[config.mk]
export PLATFORM = sky130hd
export DESIGN_NAME = pba_front
export DESIGN_NICKNAME = d
export VERILOG_FILES = /design/src/design/pba_pkg.sv /design/src/design/pba_front.sv
export SDC_FILE = /design/constraint.sdc
export NUM_CORES = 1
export LEC_CHECK = 0
export BUFFER_PORTS_ARGS = -buffer_cell sky130_fd_sc_hd__buf_4
export CORE_MARGIN = 1
export CORE_UTILIZATION = 50
export DETAILED_ROUTE_END_ITERATION = 12
export GPL_ROUTABILITY_DRIVEN = 1
export PLACE_DENSITY = 0.78
export SYNTH_ARGS = -nofsm -noshare
export SYNTH_HDL_FRONTEND = slang
export SYNTH_SLANG_ARGS = --single-unit
[constraint.sdc]
create_clock -name vclk -period 9.2
set_clock_uncertainty 0.2 [all_clocks]
set_input_delay 0.46 -clock vclk [all_inputs]
set_output_delay 0.46 -clock vclk [all_outputs]
set_load 0.02 [all_outputs]
[src/design/pba_pkg.sv]
package pba_pkg;

    localparam int HEAP_LOG2      = 20;
    localparam int NUM_BUCKETS    = 17;
    localparam int MIN_CHUNK_LOG2 = 4;
    localparam int HDR_LOG2       = 3;
    localparam int HDR_BYTES      = 1 << HDR_LOG2;
    localparam int ADDR_W         = HEAP_LOG2;
    localparam int LINK_W         = HEAP_LOG2 + 1;
    localparam int WORD_W         = HEAP_LOG2 - HDR_LOG2;
    localparam int ENTRY_W        = LINK_W + 2;
    localparam int COUNT_W        = 17;
    localparam int BKT_W          = 5;
    localparam logic [4:0] PAGE_LOG2_RST = 5'd12;

    typedef logic [1:0] tag_t;
    localparam tag_t TAG_LINK = 2'd0;
    localparam tag_t TAG_USED = 2'd1;
    localparam tag_t TAG_FRAG = 2'd2;

    localparam logic [1:0] STAT_OK      = 2'd0;
    localparam logic [1:0] STAT_INVALID = 2'd1;
    localparam logic [1:0] STAT_NOMEM   = 2'd2;

    typedef enum logic [1:0] {
        OP_BAD,
        OP_NOFIT,
        OP_ALLOC,
        OP_FREE
    } op_t;

    typedef struct packed {
        op_t               op;
        logic [BKT_W-1:0]  bucket;
        logic [ADDR_W-1:0] gap;
        logic [ADDR_W-1:0] addr;
    } req_t;

    typedef enum logic [2:0] {
        BK_IDLE,
        BK_REFILL,
        BK_RD_HEAD,
        BK_POP,
        BK_FRAG,
        BK_F_CHK,
        BK_F_CHK2
    } back_state_t;

endpackage

[src/design/pba_front.sv]
module pba_front (
    input  logic                   cmd,
    input  logic [20:0]            request_size,
    input  logic [4:0]             align_log2,
    input  logic [19:0]            block_address,
    input  logic [4:0]             page_log2,
    output pba_pkg::req_t          req
);
    import pba_pkg::*;

    logic [31:0] gap32;
    logic [32:0] need8;
    logic        fit_any;
    logic [BKT_W-1:0] fit_b;

    always_comb begin
        gap32 = (align_log2 > 5'(HDR_LOG2)) ? ((32'd1 << align_log2) - 32'(HDR_BYTES)) : 32'd0;
        need8 = 33'(request_size) + 33'(gap32) + 33'(HDR_BYTES);
        fit_any = 1'b0;
        fit_b   = '0;
        // scan down so the smallest fitting bucket wins
        for (int i = NUM_BUCKETS - 1; i >= 0; i--) begin
            if (need8 <= (33'd1 << (i + MIN_CHUNK_LOG2))) begin
                fit_any = 1'b1;
                fit_b   = BKT_W'(i);
            end
        end
    end

    always_comb begin
        req.bucket = fit_b;
        req.gap    = gap32[ADDR_W-1:0];
        req.addr   = block_address;
        if (cmd) begin
            req.op = OP_FREE;
        end else if (align_log2 > page_log2) begin
            req.op = OP_BAD;
        end else if (!fit_any) begin
            req.op = OP_NOFIT;
        end else begin
            req.op = OP_ALLOC;
        end
    end

endmodule

======== Word level (Yosys, flattened, before mapping) ========
Cells that the tools add are included.
Widths: inputs -> output; s select.
storage, ports and cells
  output and inout port bits .............. 47
  input port bits ......................... 52
  register bits after elaboration ......... 0
cells by class
  shift-type cells ........................ 1
  $add $sub $neg .......................... 3
  magnitude comparators ................... 19
  mux-type cells .......................... 38
operators by type and width
  cell                   count
  $mux 5                 17
  $add 21x32->33         1
  $add 33x4->33 const B  1
  $le 33x10->1 const B   1
  $le 33x11->1 const B   1
  $le 33x12->1 const B   1
  $le 33x13->1 const B   1
  $le 33x14->1 const B   1
  $le 33x15->1 const B   1
  $le 33x16->1 const B   1
  $le 33x17->1 const B   1
  $le 33x18->1 const B   1
  $le 33x19->1 const B   1
  $le 33x20->1 const B   1
  $le 33x21->1 const B   1
  $le 33x5->1 const B    1
  $le 33x6->1 const B    1
  $le 33x7->1 const B    1
  $le 33x8->1 const B    1
  $le 33x9->1 const B    1
  $mux 32                1
  $shl 1x5->32 const A   1
  $sub 32x4->32 const B  1
  $mux 1                 17
  other kinds (3)        5

======== Depth between registers and ports, before layout ========
  word-level depth ........................ 26
  mapped depth ............................ 23

======== Least setup slack after synthesis ========
OpenSTA, ideal clock, no wires.
  path type ............................... in2out
  start ................................... input port align_log2[2]
  end ..................................... output port req[41] (netlist bit)
  path slack .............................. 2.192 ns
  buffers on the path ..................... 5
  stages on the path ...................... 21
  arrival time ............................ 6.348 ns
  data required time ...................... 8.540 ns
  path through ............................ clkbuf_1 inv_1 clkbuf_1 or4_1 ha_1 clkbuf_1 buf_1 o31a_1 o21ai_0 ha_1 ha_1 buf_2 a21oi_2 o21a_2 o21ai_0 or3_1 a221oi_4 nand3b_2 a21o_1 a2111o_1 a2111oi_2
RTL lines
  element          RTL line        text
  start, declared  pba_front.sv:4  input logic [4:0] align_log2,
  end, declared    pba_front.sv:7  output pba_pkg::req_t req

==> results.cfg <==
[worst_setup_path]
critPathRequiredTime_ps = 8540
worstPathArrival_ps = 6350
startpoint_type = primary input
crit_path_end_kind = output port
worstSetupPathType = primary input to output port
crit_fanout = 22

[power_and_ir_drop]
seq_power_share = 0
power_switching_w = 0.000208
leakage_nw = 1.52
ir_drop_uv = 57.9
p_clk_frac = 0
swShare = 0.608
p_per_area_nw_per_um2 = 101
p_comb_frac = 1.000
cell_internal_pwr_w = 0.000134

[clocking]
hold_buffers = 0
post_cts_buffers = 0
ctsResizeCount = 0

[place]
gp_congestion = 0.870
hpwlAfterDp_um = 7430
dp_cells = 550
numPortBuffers = 56
place_area_um2 = 3400

[cells_and_area]
area_delta_synth_final_pct = 8.68
fin_cells = 550
antenna_cells = 0
seq_cells = 0
final_cell_area_um2 = 3400
n_clock_buffer = 0
final_common_cell = buf_4
regArea_um2 = 0
nets = 578
final_cell_mix = 56 x buf_4, 48 x ha_1, 43 x nand2_1
drive_gt1_frac = 0.179

[global_routing]
grt_pass1_vias = 3379
grt_max_degree = 29
grt_util_all_layers = 0.286
antenna_found_initial = 0
grt_overflow = 0
grt_pass1_wl_um = 15200

[timing]
finalCritPeriodShare = 0.762
setup_viol = 0
fmax_mhz = 143
tightest_slew_ps = 686
report.final.slew_viol_count = 0
fin_setup_tns_ps = 0
rsz0062_at_grt = no
hold_viol = 0
slew-limit-headroom = 0.543
min_period_ps = 7010

[synthesis]
syn_area_um2 = 3130
ys_seq_area_frac = 0
yosysWarnings = 0
synth.area.top_cells = ha_1 19%, a21oi_1 6.2%, buf_4 5.5%, nand2_1 5.2%, o21ai_0 5.1%
yosysTopAreaCell = ha_1
synth_top_area_frac = 0.192
avgSynthCellArea_um2 = 6.81
syn_inst = 459
ys_types = 80

[floorplanning]
fp-row-count = 28
design.die.area_um2 = 6570
die_h_um = 81.1
initial_core_util = 0.522
core_area_um2 = 5990
io_pins = 99
die_w_um = 81.1

[worst_hold_path]
hp-class = primary input to output port

[routing]
drtAntennaViolNets = 0
remaining_drc_errors = 0
wl_um = 9140
dr.pass1.iters = 5
wl_per_cell_um = 16.6
vias = 3486
vias_per_cell = 6.34
detail_route.iter0.violations = 212

[run]
maxCapViolCount = 0

[run_status]
outcome = finished clean
layout make-up:
| class | count | area (µm²) |
|---|---|---|
| multi-input combinational | 401 | 2820 |
| fill | 610 | 2590 |
| timing repair buffer | 56 | 420 |
| tap | 75 | 93.8 |
| inverter | 18 | 67.6 |
cells by family (layout without fill, tap and decap cells):
logic type	Yosys count	in the layout	share of synthesized area
compound gates	161	161	0.363
xor+xnor	14	14	0.0416
fa+ha+maj	49	49	0.198
simple gates	169	169	0.285
other cells	1	6	0.00120
buf+inv	63	74	0.105
mux	2	2	0.00640
power by group through the flow:
stage / registers, W / clock network (W) / logic (W)
3_5_place_dp: 0 / 0 / 0.000334
2_1_floorplan: 0 / 0 / 0.000269
3_3_place_gp: 0 / 0 / 0.000328
5_1_grt: 0 / 0 / 0.000379
6_report: 0 / 0 / 0.000342
4_1_cts: 0 / 0 / 0.000337
worst paths after layout:
check | slack [ps] | cells past startpoint | to | startpoint
worst min-delay path | 720 | 0 | req[11] | block_address[11]
worst max-delay path | 2190 | 19 | req[41] | align_log2[2]
synth_stat cells (all sizes together), types with 2 or more instances:
| cell | n |
|---|---|
| mux2i | 2 |
| o21bai | 4 |
| o21ai | 35 |
| a21oi | 42 |
| a211o | 3 |
| a2bb2oi | 2 |
| or4 | 4 |
| a2111oi | 4 |
| and4 | 2 |
| nand3b | 5 |
| a2111o | 2 |
| a221oi | 4 |
| o31ai | 2 |
| and3b | 2 |
| o22ai | 4 |
| ha | 48 |
| clkbuf | 13 |
| and3 | 6 |
| nor2b | 4 |
| nand3 | 14 |
| o31a | 2 |
| o21a | 8 |
| a21o | 10 |
| nor4 | 6 |
| and2 | 7 |
| nand4 | 6 |
| nor3 | 13 |
| o2111ai | 2 |
| inv | 18 |
| a31oi | 3 |
| a21boi | 6 |
| xnor2 | 9 |
| o211ai | 4 |
| buf | 32 |
| nor2 | 36 |
| xor2 | 5 |
| or2 | 5 |
| nand2 | 44 |
| a32oi | 2 |
| a31o | 2 |
| nand2b | 8 |
| a211oi | 8 |
| o211a | 3 |
| or3 | 4 |
per-layer routing:
metal / vias up / part of all wire / GRT usage
li1: 1727 / - / -
met1: 1624 / 0.43 / 0.338
met2: 113 / 0.50 / 0.538
met5: - / 0 / 0
met3: 22 / 0.044 / 0.0157
met4: 0 / 0.026 / 0.104
stage by stage:
stage	utilization	hold WS, ps	total power [W]	setup slack (ps)
after floorplan	-	833	0.000269	2190
after global placement	0.567	720	0.000328	2300
after detailed placement	0.567	720	0.000334	2240
after CTS	0.567	720	0.000337	2220
after global routing	0.567	720	0.000379	1740
final	0.567	720	0.000342	2190
critical path: stages:
cell       delay, ps
buf_4            210
inv_1            230
or4_1            570
ha_1             460
inv_1            250
nand2_1          110
o41ai_1          480
ha_1             320
ha_1             400
a21oi_1          320
o21a_2           240
o21ai_0          120
or3_1            440
a221oi_4         370
nand3b_2         170
a21o_1           200
a2111o_1         430
a2111oi_2        360
buf_4            200
Power figures use the tool's default switching activity.
