### config.mk
export PLATFORM = sky130hd
export DESIGN_NAME = pba_queue
export DESIGN_NICKNAME = d
export VERILOG_FILES = /design/src/design/pba_pkg.sv /design/src/design/pba_queue.sv
export SDC_FILE = /design/constraint.sdc
export NUM_CORES = 1
export LEC_CHECK = 0
export BUFFER_PORTS_ARGS = -buffer_cell sky130_fd_sc_hd__buf_2
export CAP_MARGIN = 20
export CORE_UTILIZATION = 40
export CTS_CLUSTER_DIAMETER = 150
export CTS_CLUSTER_SIZE = 28
export DETAILED_ROUTE_END_ITERATION = 12
export PLACE_DENSITY_LB_ADDON = 0.2
export SLEW_MARGIN = 20
export SYNTH_ARGS = -nofsm -noshare
export SYNTH_HDL_FRONTEND = slang
export SYNTH_SLANG_ARGS = --single-unit
### constraint.sdc
create_clock -name aclk -period 3.1 [get_ports aclk]
set_clock_uncertainty 0.1 [all_clocks]
set_input_delay 0.31 -clock aclk [delete_from_list [all_inputs] [get_ports aclk]]
set_output_delay 0.31 -clock aclk [all_outputs]
set_load 0.01 [all_outputs]
### src/design/pba_pkg.sv
package pba_pkg;

    localparam int HEAP_LOG2      = 20;
    localparam int NUM_BUCKETS    = 17;
    localparam int MIN_CHUNK_LOG2 = 4;
    localparam int HDR_LOG2       = 3;
    localparam int HDR_BYTES      = 1 << HDR_LOG2;
    localparam int ADDR_W         = HEAP_LOG2;
    localparam int LINK_W         = HEAP_LOG2 + 1;
    localparam int WORD_W         = HEAP_LOG2 - HDR_LOG2;
    localparam int ENTRY_W        = LINK_W + 2;
    localparam int COUNT_W        = 17;
    localparam int BKT_W          = 5;
    localparam logic [4:0] PAGE_LOG2_RST = 5'd12;

    typedef logic [1:0] tag_t;
    localparam tag_t TAG_LINK = 2'd0;
    localparam tag_t TAG_USED = 2'd1;
    localparam tag_t TAG_FRAG = 2'd2;

    localparam logic [1:0] STAT_OK      = 2'd0;
    localparam logic [1:0] STAT_INVALID = 2'd1;
    localparam logic [1:0] STAT_NOMEM   = 2'd2;

    typedef enum logic [1:0] {
        OP_BAD,
        OP_NOFIT,
        OP_ALLOC,
        OP_FREE
    } op_t;

    typedef struct packed {
        op_t               op;
        logic [BKT_W-1:0]  bucket;
        logic [ADDR_W-1:0] gap;
        logic [ADDR_W-1:0] addr;
    } req_t;

    typedef enum logic [2:0] {
        BK_IDLE,
        BK_REFILL,
        BK_RD_HEAD,
        BK_POP,
        BK_FRAG,
        BK_F_CHK,
        BK_F_CHK2
    } back_state_t;

endpackage

### src/design/pba_queue.sv
module pba_queue (
    input  logic          aclk,
    input  logic          aresetn,
    input  logic          push,
    input  pba_pkg::req_t push_data,
    output logic          full,
    input  logic          pop,
    output logic          not_empty,
    output pba_pkg::req_t pop_data
);
    import pba_pkg::*;

    req_t       slot_reg [2];
    logic       wr_ptr_reg, wr_ptr_next;
    logic       rd_ptr_reg, rd_ptr_next;
    logic [1:0] cnt_reg, cnt_next;

    assign full      = (cnt_reg == 2'd2);
    assign not_empty = (cnt_reg != 2'd0);
    assign pop_data  = slot_reg[rd_ptr_reg];

    always_comb begin
        wr_ptr_next = push ? ~wr_ptr_reg : wr_ptr_reg;
        rd_ptr_next = pop ? ~rd_ptr_reg : rd_ptr_reg;
        cnt_next    = cnt_reg + 2'(push) - 2'(pop);
    end

    always_ff @(posedge aclk) begin
        if (!aresetn) begin
            wr_ptr_reg <= 1'b0;
            rd_ptr_reg <= 1'b0;
            cnt_reg    <= 2'd0;
        end else begin
            wr_ptr_reg <= wr_ptr_next;
            rd_ptr_reg <= rd_ptr_next;
            cnt_reg    <= cnt_next;
        end
    end

    always_ff @(posedge aclk) begin
        if (push) begin
            slot_reg[wr_ptr_reg] <= push_data;
        end
    end

endmodule

## Yosys cells after proc, flatten, opt, wreduce, memory -nomap -nowiden

Memory sizes are Yosys's and may differ from the RTL's. A register that Yosys moved wholly into a read port is not among the register bits.
Cells that the tools add are included.

| word-level totals | value |
|---|---|
| RAM bits | 94 |
| register bits | 4 |
| memories | 1 |
| word-level logic and storage cells | 14 |
| output and inout bits | 49 |

| operators by class | value |
|---|---|
| equal/unequal tests | 1 |
| mux-type cells | 4 |
| add/subtract/negate cells | 2 |
| reductions and logical operators | 1 |
| bitwise operators | 2 |

Memories:

| name | words | width | rd ports | clocked after Yosys merged registers in | write ports | RTL line | text |
|---|---|---|---|---|---|---|---|
| slot_reg | 2 | 47 | 1 | 1 | 1 | pba_queue.sv:13 | `req_t slot_reg [2];` |

Operators with widths:

| cell | number |
|---|---|
| $mux 1 | 4 |
| $add 2x1->2 | 1 |
| $eq 2x2->1 const B | 1 |
| $not 1->1 | 2 |
| $reduce_bool 2->1 | 1 |
| $sub 2x1->2 | 1 |

## Logic depth before layout (Yosys ltp)

Gate-level depths: netlist (run 1).

| depth | value |
|---|---|
| depth in word-level cells | 3 |
| gate-level depth with buffers | 6 |
| mapped depth without buffers | 6 |

## Worst setup path after synthesis (run 1)

No wires, ideal clock.

| timing path | value |
|---|---|
| path kind | reg-to-reg |
| start | register wr_ptr_reg |
| end | memory slot_reg[0][0] (netlist name), enable pin |
| stages on the path, launching flop included | 2 |
| slack | 0.111 ns |
| buffers on the path | 0 |
| library setup time | 0.458 ns |
| arrival | 2.431 ns |
| cells stage by stage | dfxtp_1 -> nor2b_1 |

RTL lines:

| item | RTL line | text |
|---|---|---|
| from (decl) | pba_queue.sv:14 | `logic wr_ptr_reg, wr_ptr_next;` |
| from (signal assigned) | pba_queue.sv:34 | `wr_ptr_reg <= wr_ptr_next;` |
| to (decl) | pba_queue.sv:13 |  |

Straight into the memory's write port.

==> results.toml, run 1 <==
[run_status]
status = "complete, no violations"

[timing]
rsz0062_at_grt = "no"
max_freq_ghz = 0.4594
tns_ns = 0
setup-violations-final = 0
worst_pin_slew_ns = 0.5693
finalMaxSlewViolations = 0
slew_headroom_pct = 62.05
timing_hold_violations_final = 0
finalCritPeriodShare_pct = 70.22
holdWs_ns = 0.04358
period_needed_ns = 2.177

[cts]
postCtsHoldBufs = 0
clock_latency_ns = 0.34
htreeDepth = 3
clock_path_buffers = 2
clock-root-buffer = "clkbuf_8"
cts_tree = "done"
clk_pin_slew_ns = 0.09
cts_post_setup_buffers_inserted = 0
numCtsBuffers = 9
clkSinkCount = 99
cts-resized-gates = 0

[floorplan]
initial_utilization_pct = 42.09
num_rows = 34
coreArea_mm2 = 0.008891
io_pins = 100
die_h_um = 98.73
dieArea_mm2 = 0.009747
die_w_um = 98.73

[global_routing]
grt_use_met3_pct = 3.688
grt_use_met1_pct = 16.44
grt_use_met2_pct = 21.29
antenna_found_initial = 0
grt_pass1_vias = 1822
grt_remaining_overflow = 0
grt_pass1_wl_um = 9211
grt_util_all_layers_pct = 13.14
gr-max-usage-layer = "met2"
grt_max_degree = 32

[power]
power.density_mw_per_mm2 = 601.3
vdd.ir_drop.worst_v = 0.0003171
comb_power_share_pct = 12.7
p_leak_nw = 1.804
clockPowerShare_pct = 30.5
switching_share_pct = 21.05
power_switching_uw = 580.1
seqPwrFrac_pct = 56.9
internal_power_mw = 2.177

[worst_setup_path]
end_kind = "primary output"
r2r_start = "wr_ptr_reg"
crit_arrival_ns = 1.77
worst-path-max-fanout = 26
path_class = "reg2out"
reg2reg_to = "slot_reg[1][28]"
start_kind = "register"
reg2reg_slack_ns = 1.49
worstPathRequired_ns = 2.69
r2r_cells = 2

[cells_and_area]
final_common_cell = "buf_2"
final_util_pct = 51.56
seqCellArea_mm2 = 0.002924
largest_register_ffs = 94
syn_to_final_growth_pct = 22.50
multi_input_area_um2 = 770.7
nFillCells = 741
drive_gt1_share_pct = 59.50
final_net_count = 329
layout.cells.non_filler = 387
final_cell_mix = "99 x buf_2, 94 x edfxtp_1, 30 x mux2_4"
n_antenna_cell = 0

[yosys]
yosys_warnings = 0
ys_seq_area_share_pct = 78.10
ys_ff_latch = 99
synth_cells = 167
syn_area_mm2 = 0.003742
avgSynthCellArea_um2 = 22.41
synth_cell_types = 14
synth.net_count = 220

[run]
drv_cap = 0

[route]
vias_per_cell = 4.630
drt_iter0_drc = 50
routed_wl_um = 6176
ant_nets = 0
avgRoutedWirePerCell_um = 15.96
first_pass_iters = 4
num_vias = 1792
route.detailed.drc = 0

[min_path]
min_to = "slot_reg[0][23]"
hp-start = "push_data[23]"
hp-class = "in2reg"
holdPathStages = 1

[placement]
dpl.cell_count = 373
gp_congestion = 0.6727
port-buffer-count = 99
dp_hpwl_um = 4096
routing by layer:
layer  up-vias  share of wire [%]
met3         8                4.8
li1        863                  -
met1       868                 44
met5         -                  0
met2        53                 49
met4         0                1.5
Yosys cell counts:
cell / count / area share [%]
dfxtp_1: 5 / 2.7
inv_1: 2 / 0.20
and2_1: 4 / 0.67
nor2b_1: 4 / 0.67
or2_2: 1 / 0.17
buf_2: 1 / 0.13
ha_1: 2 / 0.67
xnor3_1: 1 / 0.60
buf_6: 4 / 1.2
o21a_1: 1 / 0.20
edfxtp_1: 94 / 75
xor2_1: 1 / 0.23
mux2_2: 17 / 5.1
mux2_4: 30 / 12
worst max-delay path: stages (launching register included):
cell and delay [ns]:
dfxtp_2 0.45, buf_4 0.45, mux2_2 0.39, buf_2 0.14
worst max-delay path by stage:
| stage | from | endpoint | slack (ns) | depth (start not counted) |
|---|---|---|---|---|
| 2_1_floorplan | wr_ptr_reg | slot_reg[0][0] | 0.11 | 1 |
| 3_3_place_gp | register | pop_data[1] | 1.28 | 3 |
| 3_5_place_dp | register | pop_data[46] | 1.27 | 3 |
| 4_1_cts | register | pop_data[46] | 0.88 | 3 |
| 5_1_grt | register | pop_data[46] | 0.80 | 3 |
| 6_report | register | pop_data[46] | 0.92 | 3 |
stage by stage:
step | power, mW | area (um2) | setup WS [ns]
2_1_floorplan | 1.818 | 3742 | 0.1106
3_3_place_gp | 1.949 | 4388 | 1.280
3_5_place_dp | 1.955 | 4388 | 1.267
4_1_cts | 2.786 | 4584 | 0.8801
5_1_grt | 2.871 | 4584 | 0.8050
6_report | 2.757 | 4584 | 0.9232
power groups by stage:
stage               Combinational, mW  Sequential [mW]  Clock, mW
floorplan                       0.226             1.59          0
global placement                0.353             1.60          0
detailed placement              0.356             1.60          0
CTS                             0.358             1.57      0.860
global route                    0.379             1.58      0.916
finish                          0.349             1.57      0.840
final cells by class:
| class | instances | area share (%) |
|---|---|---|
| Clock buffer | 11 | 2.866 |
| Clock inverter | 3 | 1.419 |
| Inverter | 2 | 0.1638 |
| Multi-Input combinational cell | 61 | 16.81 |
| Sequential cell | 99 | 63.78 |
| Tap cell | 108 | 2.948 |
| Timing Repair Buffer | 103 | 12.01 |
cells by family after synthesis:
kind of cell | after synthesis | share of synthesized area, %
AO/OA/AOI/OAI | 1 | 0.2007
XOR/XNOR | 2 | 0.8358
adder cells (fa/ha/maj) | 2 | 0.6686
buffers and inverters | 7 | 1.538
flip-flops | 99 | 78.10
multiplexers | 47 | 17.15
AND/OR/NAND/NOR | 9 | 1.504
No activity file was read; power rests on OpenSTA's default activity.
==> run 2: changes to the inputs <==
==> constraint.sdc (replaced) <==
create_clock -name aclk -period 2.22 [get_ports aclk]
set_clock_uncertainty 0.1 [all_clocks]
set_input_delay 0.222 -clock aclk [delete_from_list [all_inputs] [get_ports aclk]]
set_output_delay 0.222 -clock aclk [all_outputs]
set_load 0.01 [all_outputs]
==> run 2 against run 1 <==
  * Design area is 10% higher
  * Sequential power grew 39%
  * Final cell count is 13% higher
  * Combinational power is 60% higher
  * Die area unchanged
  * First-iteration DRC count fell by 12%
==> results.toml, run 2 (synthesized netlist as in run 1, its figures left out) <==
[cells_and_area]
seqCellArea_mm2 = 0.002924
final_cell_mix = "99 x buf_2, 94 x edfxtp_1, 47 x dlygate4sd3_1"
syn_to_final_growth_pct = 34.80
final_net_count = 378
fin_area_mm2 = 0.005045
n_antenna_cell = 0
drive_gt1_share_pct = 51.37
largest_register_ffs = 94
multi_input_area_um2 = 770.7
final_common_cell = "buf_2"
layout.cells.non_filler = 437
nFillCells = 726

[placement]
dpl.cell_count = 375
gp_congestion = 0.7143
port-buffer-count = 99
postPlaceCellArea_mm2 = 0.004390

[global_routing]
grt_pass1_vias = 2101
grt_max_degree = 30
grt_remaining_overflow = 0
grt_util_all_layers_pct = 13.85
grt_pass1_wl_um = 10070
antenna_found_initial = 0

[timing]
finalMaxSlewViolations = 0
holdWs_ns = 0.03568
slew_headroom_pct = 76.85
rsz0062_at_grt = "no"
timing_hold_violations_final = 0
tns_ns = 0
max_freq_ghz = 0.5483
setup-violations-final = 0
period_needed_ns = 1.824
finalCritPeriodShare_pct = 82.15
worst_pin_slew_ns = 0.3472

[cts]
htreeDepth = 3
cts-resized-gates = 0
clk_pin_slew_ns = 0.08
cts_tree = "done"
clock-root-buffer = "clkbuf_8"
clock_latency_ns = 0.34
clock_path_buffers = 2
clkSinkCount = 99
numCtsBuffers = 9

[floorplan]
io_pins = 100
coreArea_mm2 = 0.008891
die_w_um = 98.73
num_rows = 34
initial_utilization_pct = 42.09
die_h_um = 98.73
dieArea_mm2 = 0.009747

[power]
vdd.ir_drop.worst_v = 0.0003775
p_leak_nw = 1.989
power.density_mw_per_mm2 = 756.5

[worst_setup_path]
start_kind = "register"
worstPathRequired_ns = 1.90
end_kind = "primary output"
crit_arrival_ns = 1.50
worst-path-max-fanout = 18
path_class = "reg2out"

[route]
routed_wl_um = 6380
num_vias = 1988
drt_iter0_drc = 44
avgRoutedWirePerCell_um = 14.60
route.detailed.drc = 0
vias_per_cell = 4.549
ant_nets = 0
first_pass_iters = 5

[min_path]
hp-class = "in2reg"

[run_status]
status = "complete, no violations"

[run]
drv_cap = 0
-- run 2: cell count changes in the layout (fill, tap and decap cells not counted), sizes merged --
| cell | delta |
|---|---|
| clkinv | -1 |
| bufinv | -1 |
| dlygate4sd3 | +47 |
| buf | +2 |
| clkinvlp | +3 |
-- run 2: layer usage --
| metal | vias to the layer above | share of wire [%] | wire length [um] | track usage, % |
|---|---|---|---|---|
| li1 | 963 | - | - | - |
| met1 | 956 | 43 | 2748 | 16.63 |
| met2 | 60 | 52 | 3287 | 24.05 |
| met3 | 9 | 4.1 | 263 | 3.191 |
| met4 | 0 | 1.3 | 80 | 5.855 |
| met5 | - | 0 | 0 | 0 |
-- run 2: critical path: stages (launching register included) --
cell and delay [ns]:
dfxtp_2 0.35, buf_4 0.29, mux2_2 0.37, buf_2 0.14
-- run 2: final timing paths --
| path | start | end | slack [ns] | depth (start not counted) |
|---|---|---|---|---|
| max | register | pop_data[11] | 0.40 | 3 |
| min | aresetn | wr_ptr_reg | 0.04 | 2 |
| max reg2reg | cnt_reg[0] | cnt_reg[1] | 0.88 | 6 |
| min reg2reg | rd_ptr_reg | register | 0.49 | 2 |
-- run 2: where the power goes --
part | total [mW] | leakage (nW) | switching, mW | internal [mW]
sequential | 2.19 | 0.924 | 0.0316 | 2.15
combinational | 0.557 | 0.984 | 0.239 | 0.318
clock | 1.07 | 0.0816 | 0.557 | 0.516
-- run 2: area by class of cell --
type	instances	share of cell area, %
Multi-Input combinational cell	61	15.28
Clock inverter	4	1.042
Inverter	2	0.1488
Sequential cell	99	57.96
Tap cell	108	2.679
Clock buffer	11	2.604
Timing Repair Buffer	152	20.29
-- run 2: repair_timing --
action	in CTS	in global routing
hold endpoints to repair	94	0
hold buffers	47	0
setup buffers	0	0
-- run 2: through the flow --
stage	power, mW	util [%]	setup WS, ns
2_1_floorplan	2.537	-	0.1380
3_3_place_gp	2.719	49.38	0.7802
3_5_place_dp	2.732	49.38	0.7548
4_1_cts	3.877	56.74	0.3784
5_1_grt	3.982	56.74	0.3011
6_report	3.816	56.74	0.3962
==> run 3: changes to the inputs <==
==> constraint.sdc (replaced) <==
create_clock -name aclk -period 1.7 [get_ports aclk]
set_clock_uncertainty 0.1 [all_clocks]
set_input_delay 0.17 -clock aclk [delete_from_list [all_inputs] [get_ports aclk]]
set_output_delay 0.17 -clock aclk [all_outputs]
set_load 0.01 [all_outputs]
==> run 3 against run 2 <==
  * The run now ends with setup timing left
  * Critical path depth unchanged
  * Sequential share of layout area down 4.4 points
  * Design area is 8.2% higher
  * Combinational power up 69%
  * Via count is 3.2% higher
  * Largest power group unchanged
  * Global-route usage grew 0.44 points
  * Critical path type unchanged
  * Sequential power grew 31%
  * Hold slack improved by 0.048 ns
==> results.toml, run 3 (synthesized netlist as in run 1, its figures left out) <==
[route]
first_pass_iters = 6
avgRoutedWirePerCell_um = 15.23
vias_per_cell = 4.640
route.detailed.drc = 0
ant_nets = 0
routed_wl_um = 6730
num_vias = 2051
drt_iter0_drc = 65

[placement]
port-buffer-count = 99
preCtsSetupSlack_ns = 0.3330
gp_congestion = 0.6288
dp_hpwl_um = 3946
postPlaceCellArea_mm2 = 0.004453

[worst_setup_path]
path_buf_inv = 2
end_kind = "primary output"
cp_slowest_cell = "dfxtp_4"
worst-path-max-fanout = 13
cp_top_family = "flip-flops"
reg2reg_to = "cnt_reg[1]"
r2r_cells = 6
path_class = "reg2out"
worstPathRequired_ns = 1.43
crit_path_max_incr_delay_ns = 0.45
start_kind = "register"
reg2reg_slack_ns = 0.38
crit_chain = "buf_12 -> mux2_4 -> buf_6"
crit_arrival_ns = 1.45
r2r_start = "cnt_reg[0]"

[cells_and_area]
syn_to_final_growth_pct = 45.87
drive_gt1_share_pct = 51.80
final_util_pct = 61.40
final_cell_mix = "94 x edfxtp_1, 58 x buf_2, 48 x dlygate4sd3_1"
nFillCells = 672
largest_register_ffs = 94
n_antenna_cell = 0
final_common_cell = "edfxtp_1"
final_net_count = 382
fin_area_mm2 = 0.005459

[cts]
cts_tree = "done"
clock_path_buffers = 2
clock_latency_ns = 0.35
clk_pin_slew_ns = 0.09
numCtsBuffers = 9
clock-root-buffer = "clkbuf_8"
htreeDepth = 3
clkSinkCount = 99

[run]
drv_cap = 0

[floorplan]
die_h_um = 98.73
initial_utilization_pct = 42.09
num_rows = 34
dieArea_mm2 = 0.009747
coreArea_mm2 = 0.008891
io_pins = 100
die_w_um = 98.73

[timing]
setup-violations-final = 24
rsz0062_at_grt = "yes"
finalCritPeriodShare_pct = 101.0
timing_hold_violations_final = 0
max_freq_ghz = 0.5822
worst_pin_slew_ns = 0.1680
period_needed_ns = 1.718
finalMaxSlewViolations = 0
fin_ws_ns = -0.01757
holdWs_ns = 0.08334
slew_headroom_pct = 88.80
tns_ns = -0.2381

[power]
internal_power_mw = 3.933
clockPowerShare_pct = 25.5
switching_share_pct = 22.92
power_switching_mw = 1.170
vdd.ir_drop.worst_v = 0.0005425
comb_power_share_pct = 18.5
seqPwrFrac_pct = 56.0
power.density_mw_per_mm2 = 934.7
p_leak_nw = 2.161

[global_routing]
grt_remaining_overflow = 0
grt_pass1_vias = 2147
antenna_found_initial = 0
grt_util_all_layers_pct = 14.29
grt_pass1_wl_um = 10480
grt_max_degree = 26

[min_path]
hp-class = "in2reg"
holdPathStages = 3
min_to = "rd_ptr_reg"
hp-start = "pop"

[run_status]
status = "finished, violations left"
violations = "setup timing"
-- run 3: repair_timing --
action                                 CTS  global route
setup endpoints to repair               39            47
buffers inserted                         0             0
gates resized for setup                 14            39
hold buffers                            48             0
gates cloned                             1             2
endpoints found under the hold margin   98             0
-- run 3: how the worst max path moves through the flow --
stage	from	endpoint	slack, ns	depth (start not counted)
4_1_cts	register	pop_data[15]	-0.06	3
6_report	register	pop_data[42]	-0.02	3
3_5_place_dp	register	pop_data[0]	0.33	3
5_1_grt	register	pop_data[16]	-0.09	3
3_3_place_gp	register	pop_data[0]	0.35	3
2_1_floorplan	wr_ptr_reg	slot_reg[0][0]	0.14	1
-- run 3: through the flow --
step	power (mW)	instances
5_1_grt	5.328	442
4_1_cts	5.034	440
3_5_place_dp	3.588	375
2_1_floorplan	3.312	167
3_3_place_gp	3.576	375
6_report	5.103	442
-- run 3: area by class of cell --
type / count / area (um2) / share of cell area [%]
multi-input combinational: 61 / 804.5 / 14.74
inverter: 2 / 7.507 / 0.1375
tap: 108 / 135.1 / 2.475
clock inverter: 6 / 41.29 / 0.7564
timing repair buffer: 156 / 1416 / 25.95
sequential: 99 / 2927 / 53.61
clock buffer: 10 / 127.6 / 2.338
-- run 3: power groups by stage --
stage	Clock (mW)	Combinational (mW)	Sequential, mW
after CTS	1.36	0.819	2.86
after floorplan	0	0.414	2.90
after detailed placement	0	0.679	2.91
after global routing	1.45	1.01	2.87
final	1.30	0.941	2.86
after global placement	0	0.672	2.90
-- run 3: per-layer routing --
layer / vias to the layer above / GRT usage, % / share of wire (%)
li1: 976 / - / -
met5: - / 0 / 0
met3: 13 / 4.184 / 5.9
met1: 993 / 16.55 / 42
met2: 69 / 24.43 / 50
met4: 0 / 6.889 / 2.1
-- run 3: tightest hold or removal path, stage by stage --
cell and delay, ns:
buf_2 0.10, xor2_1 0.06, and2_1 0.15
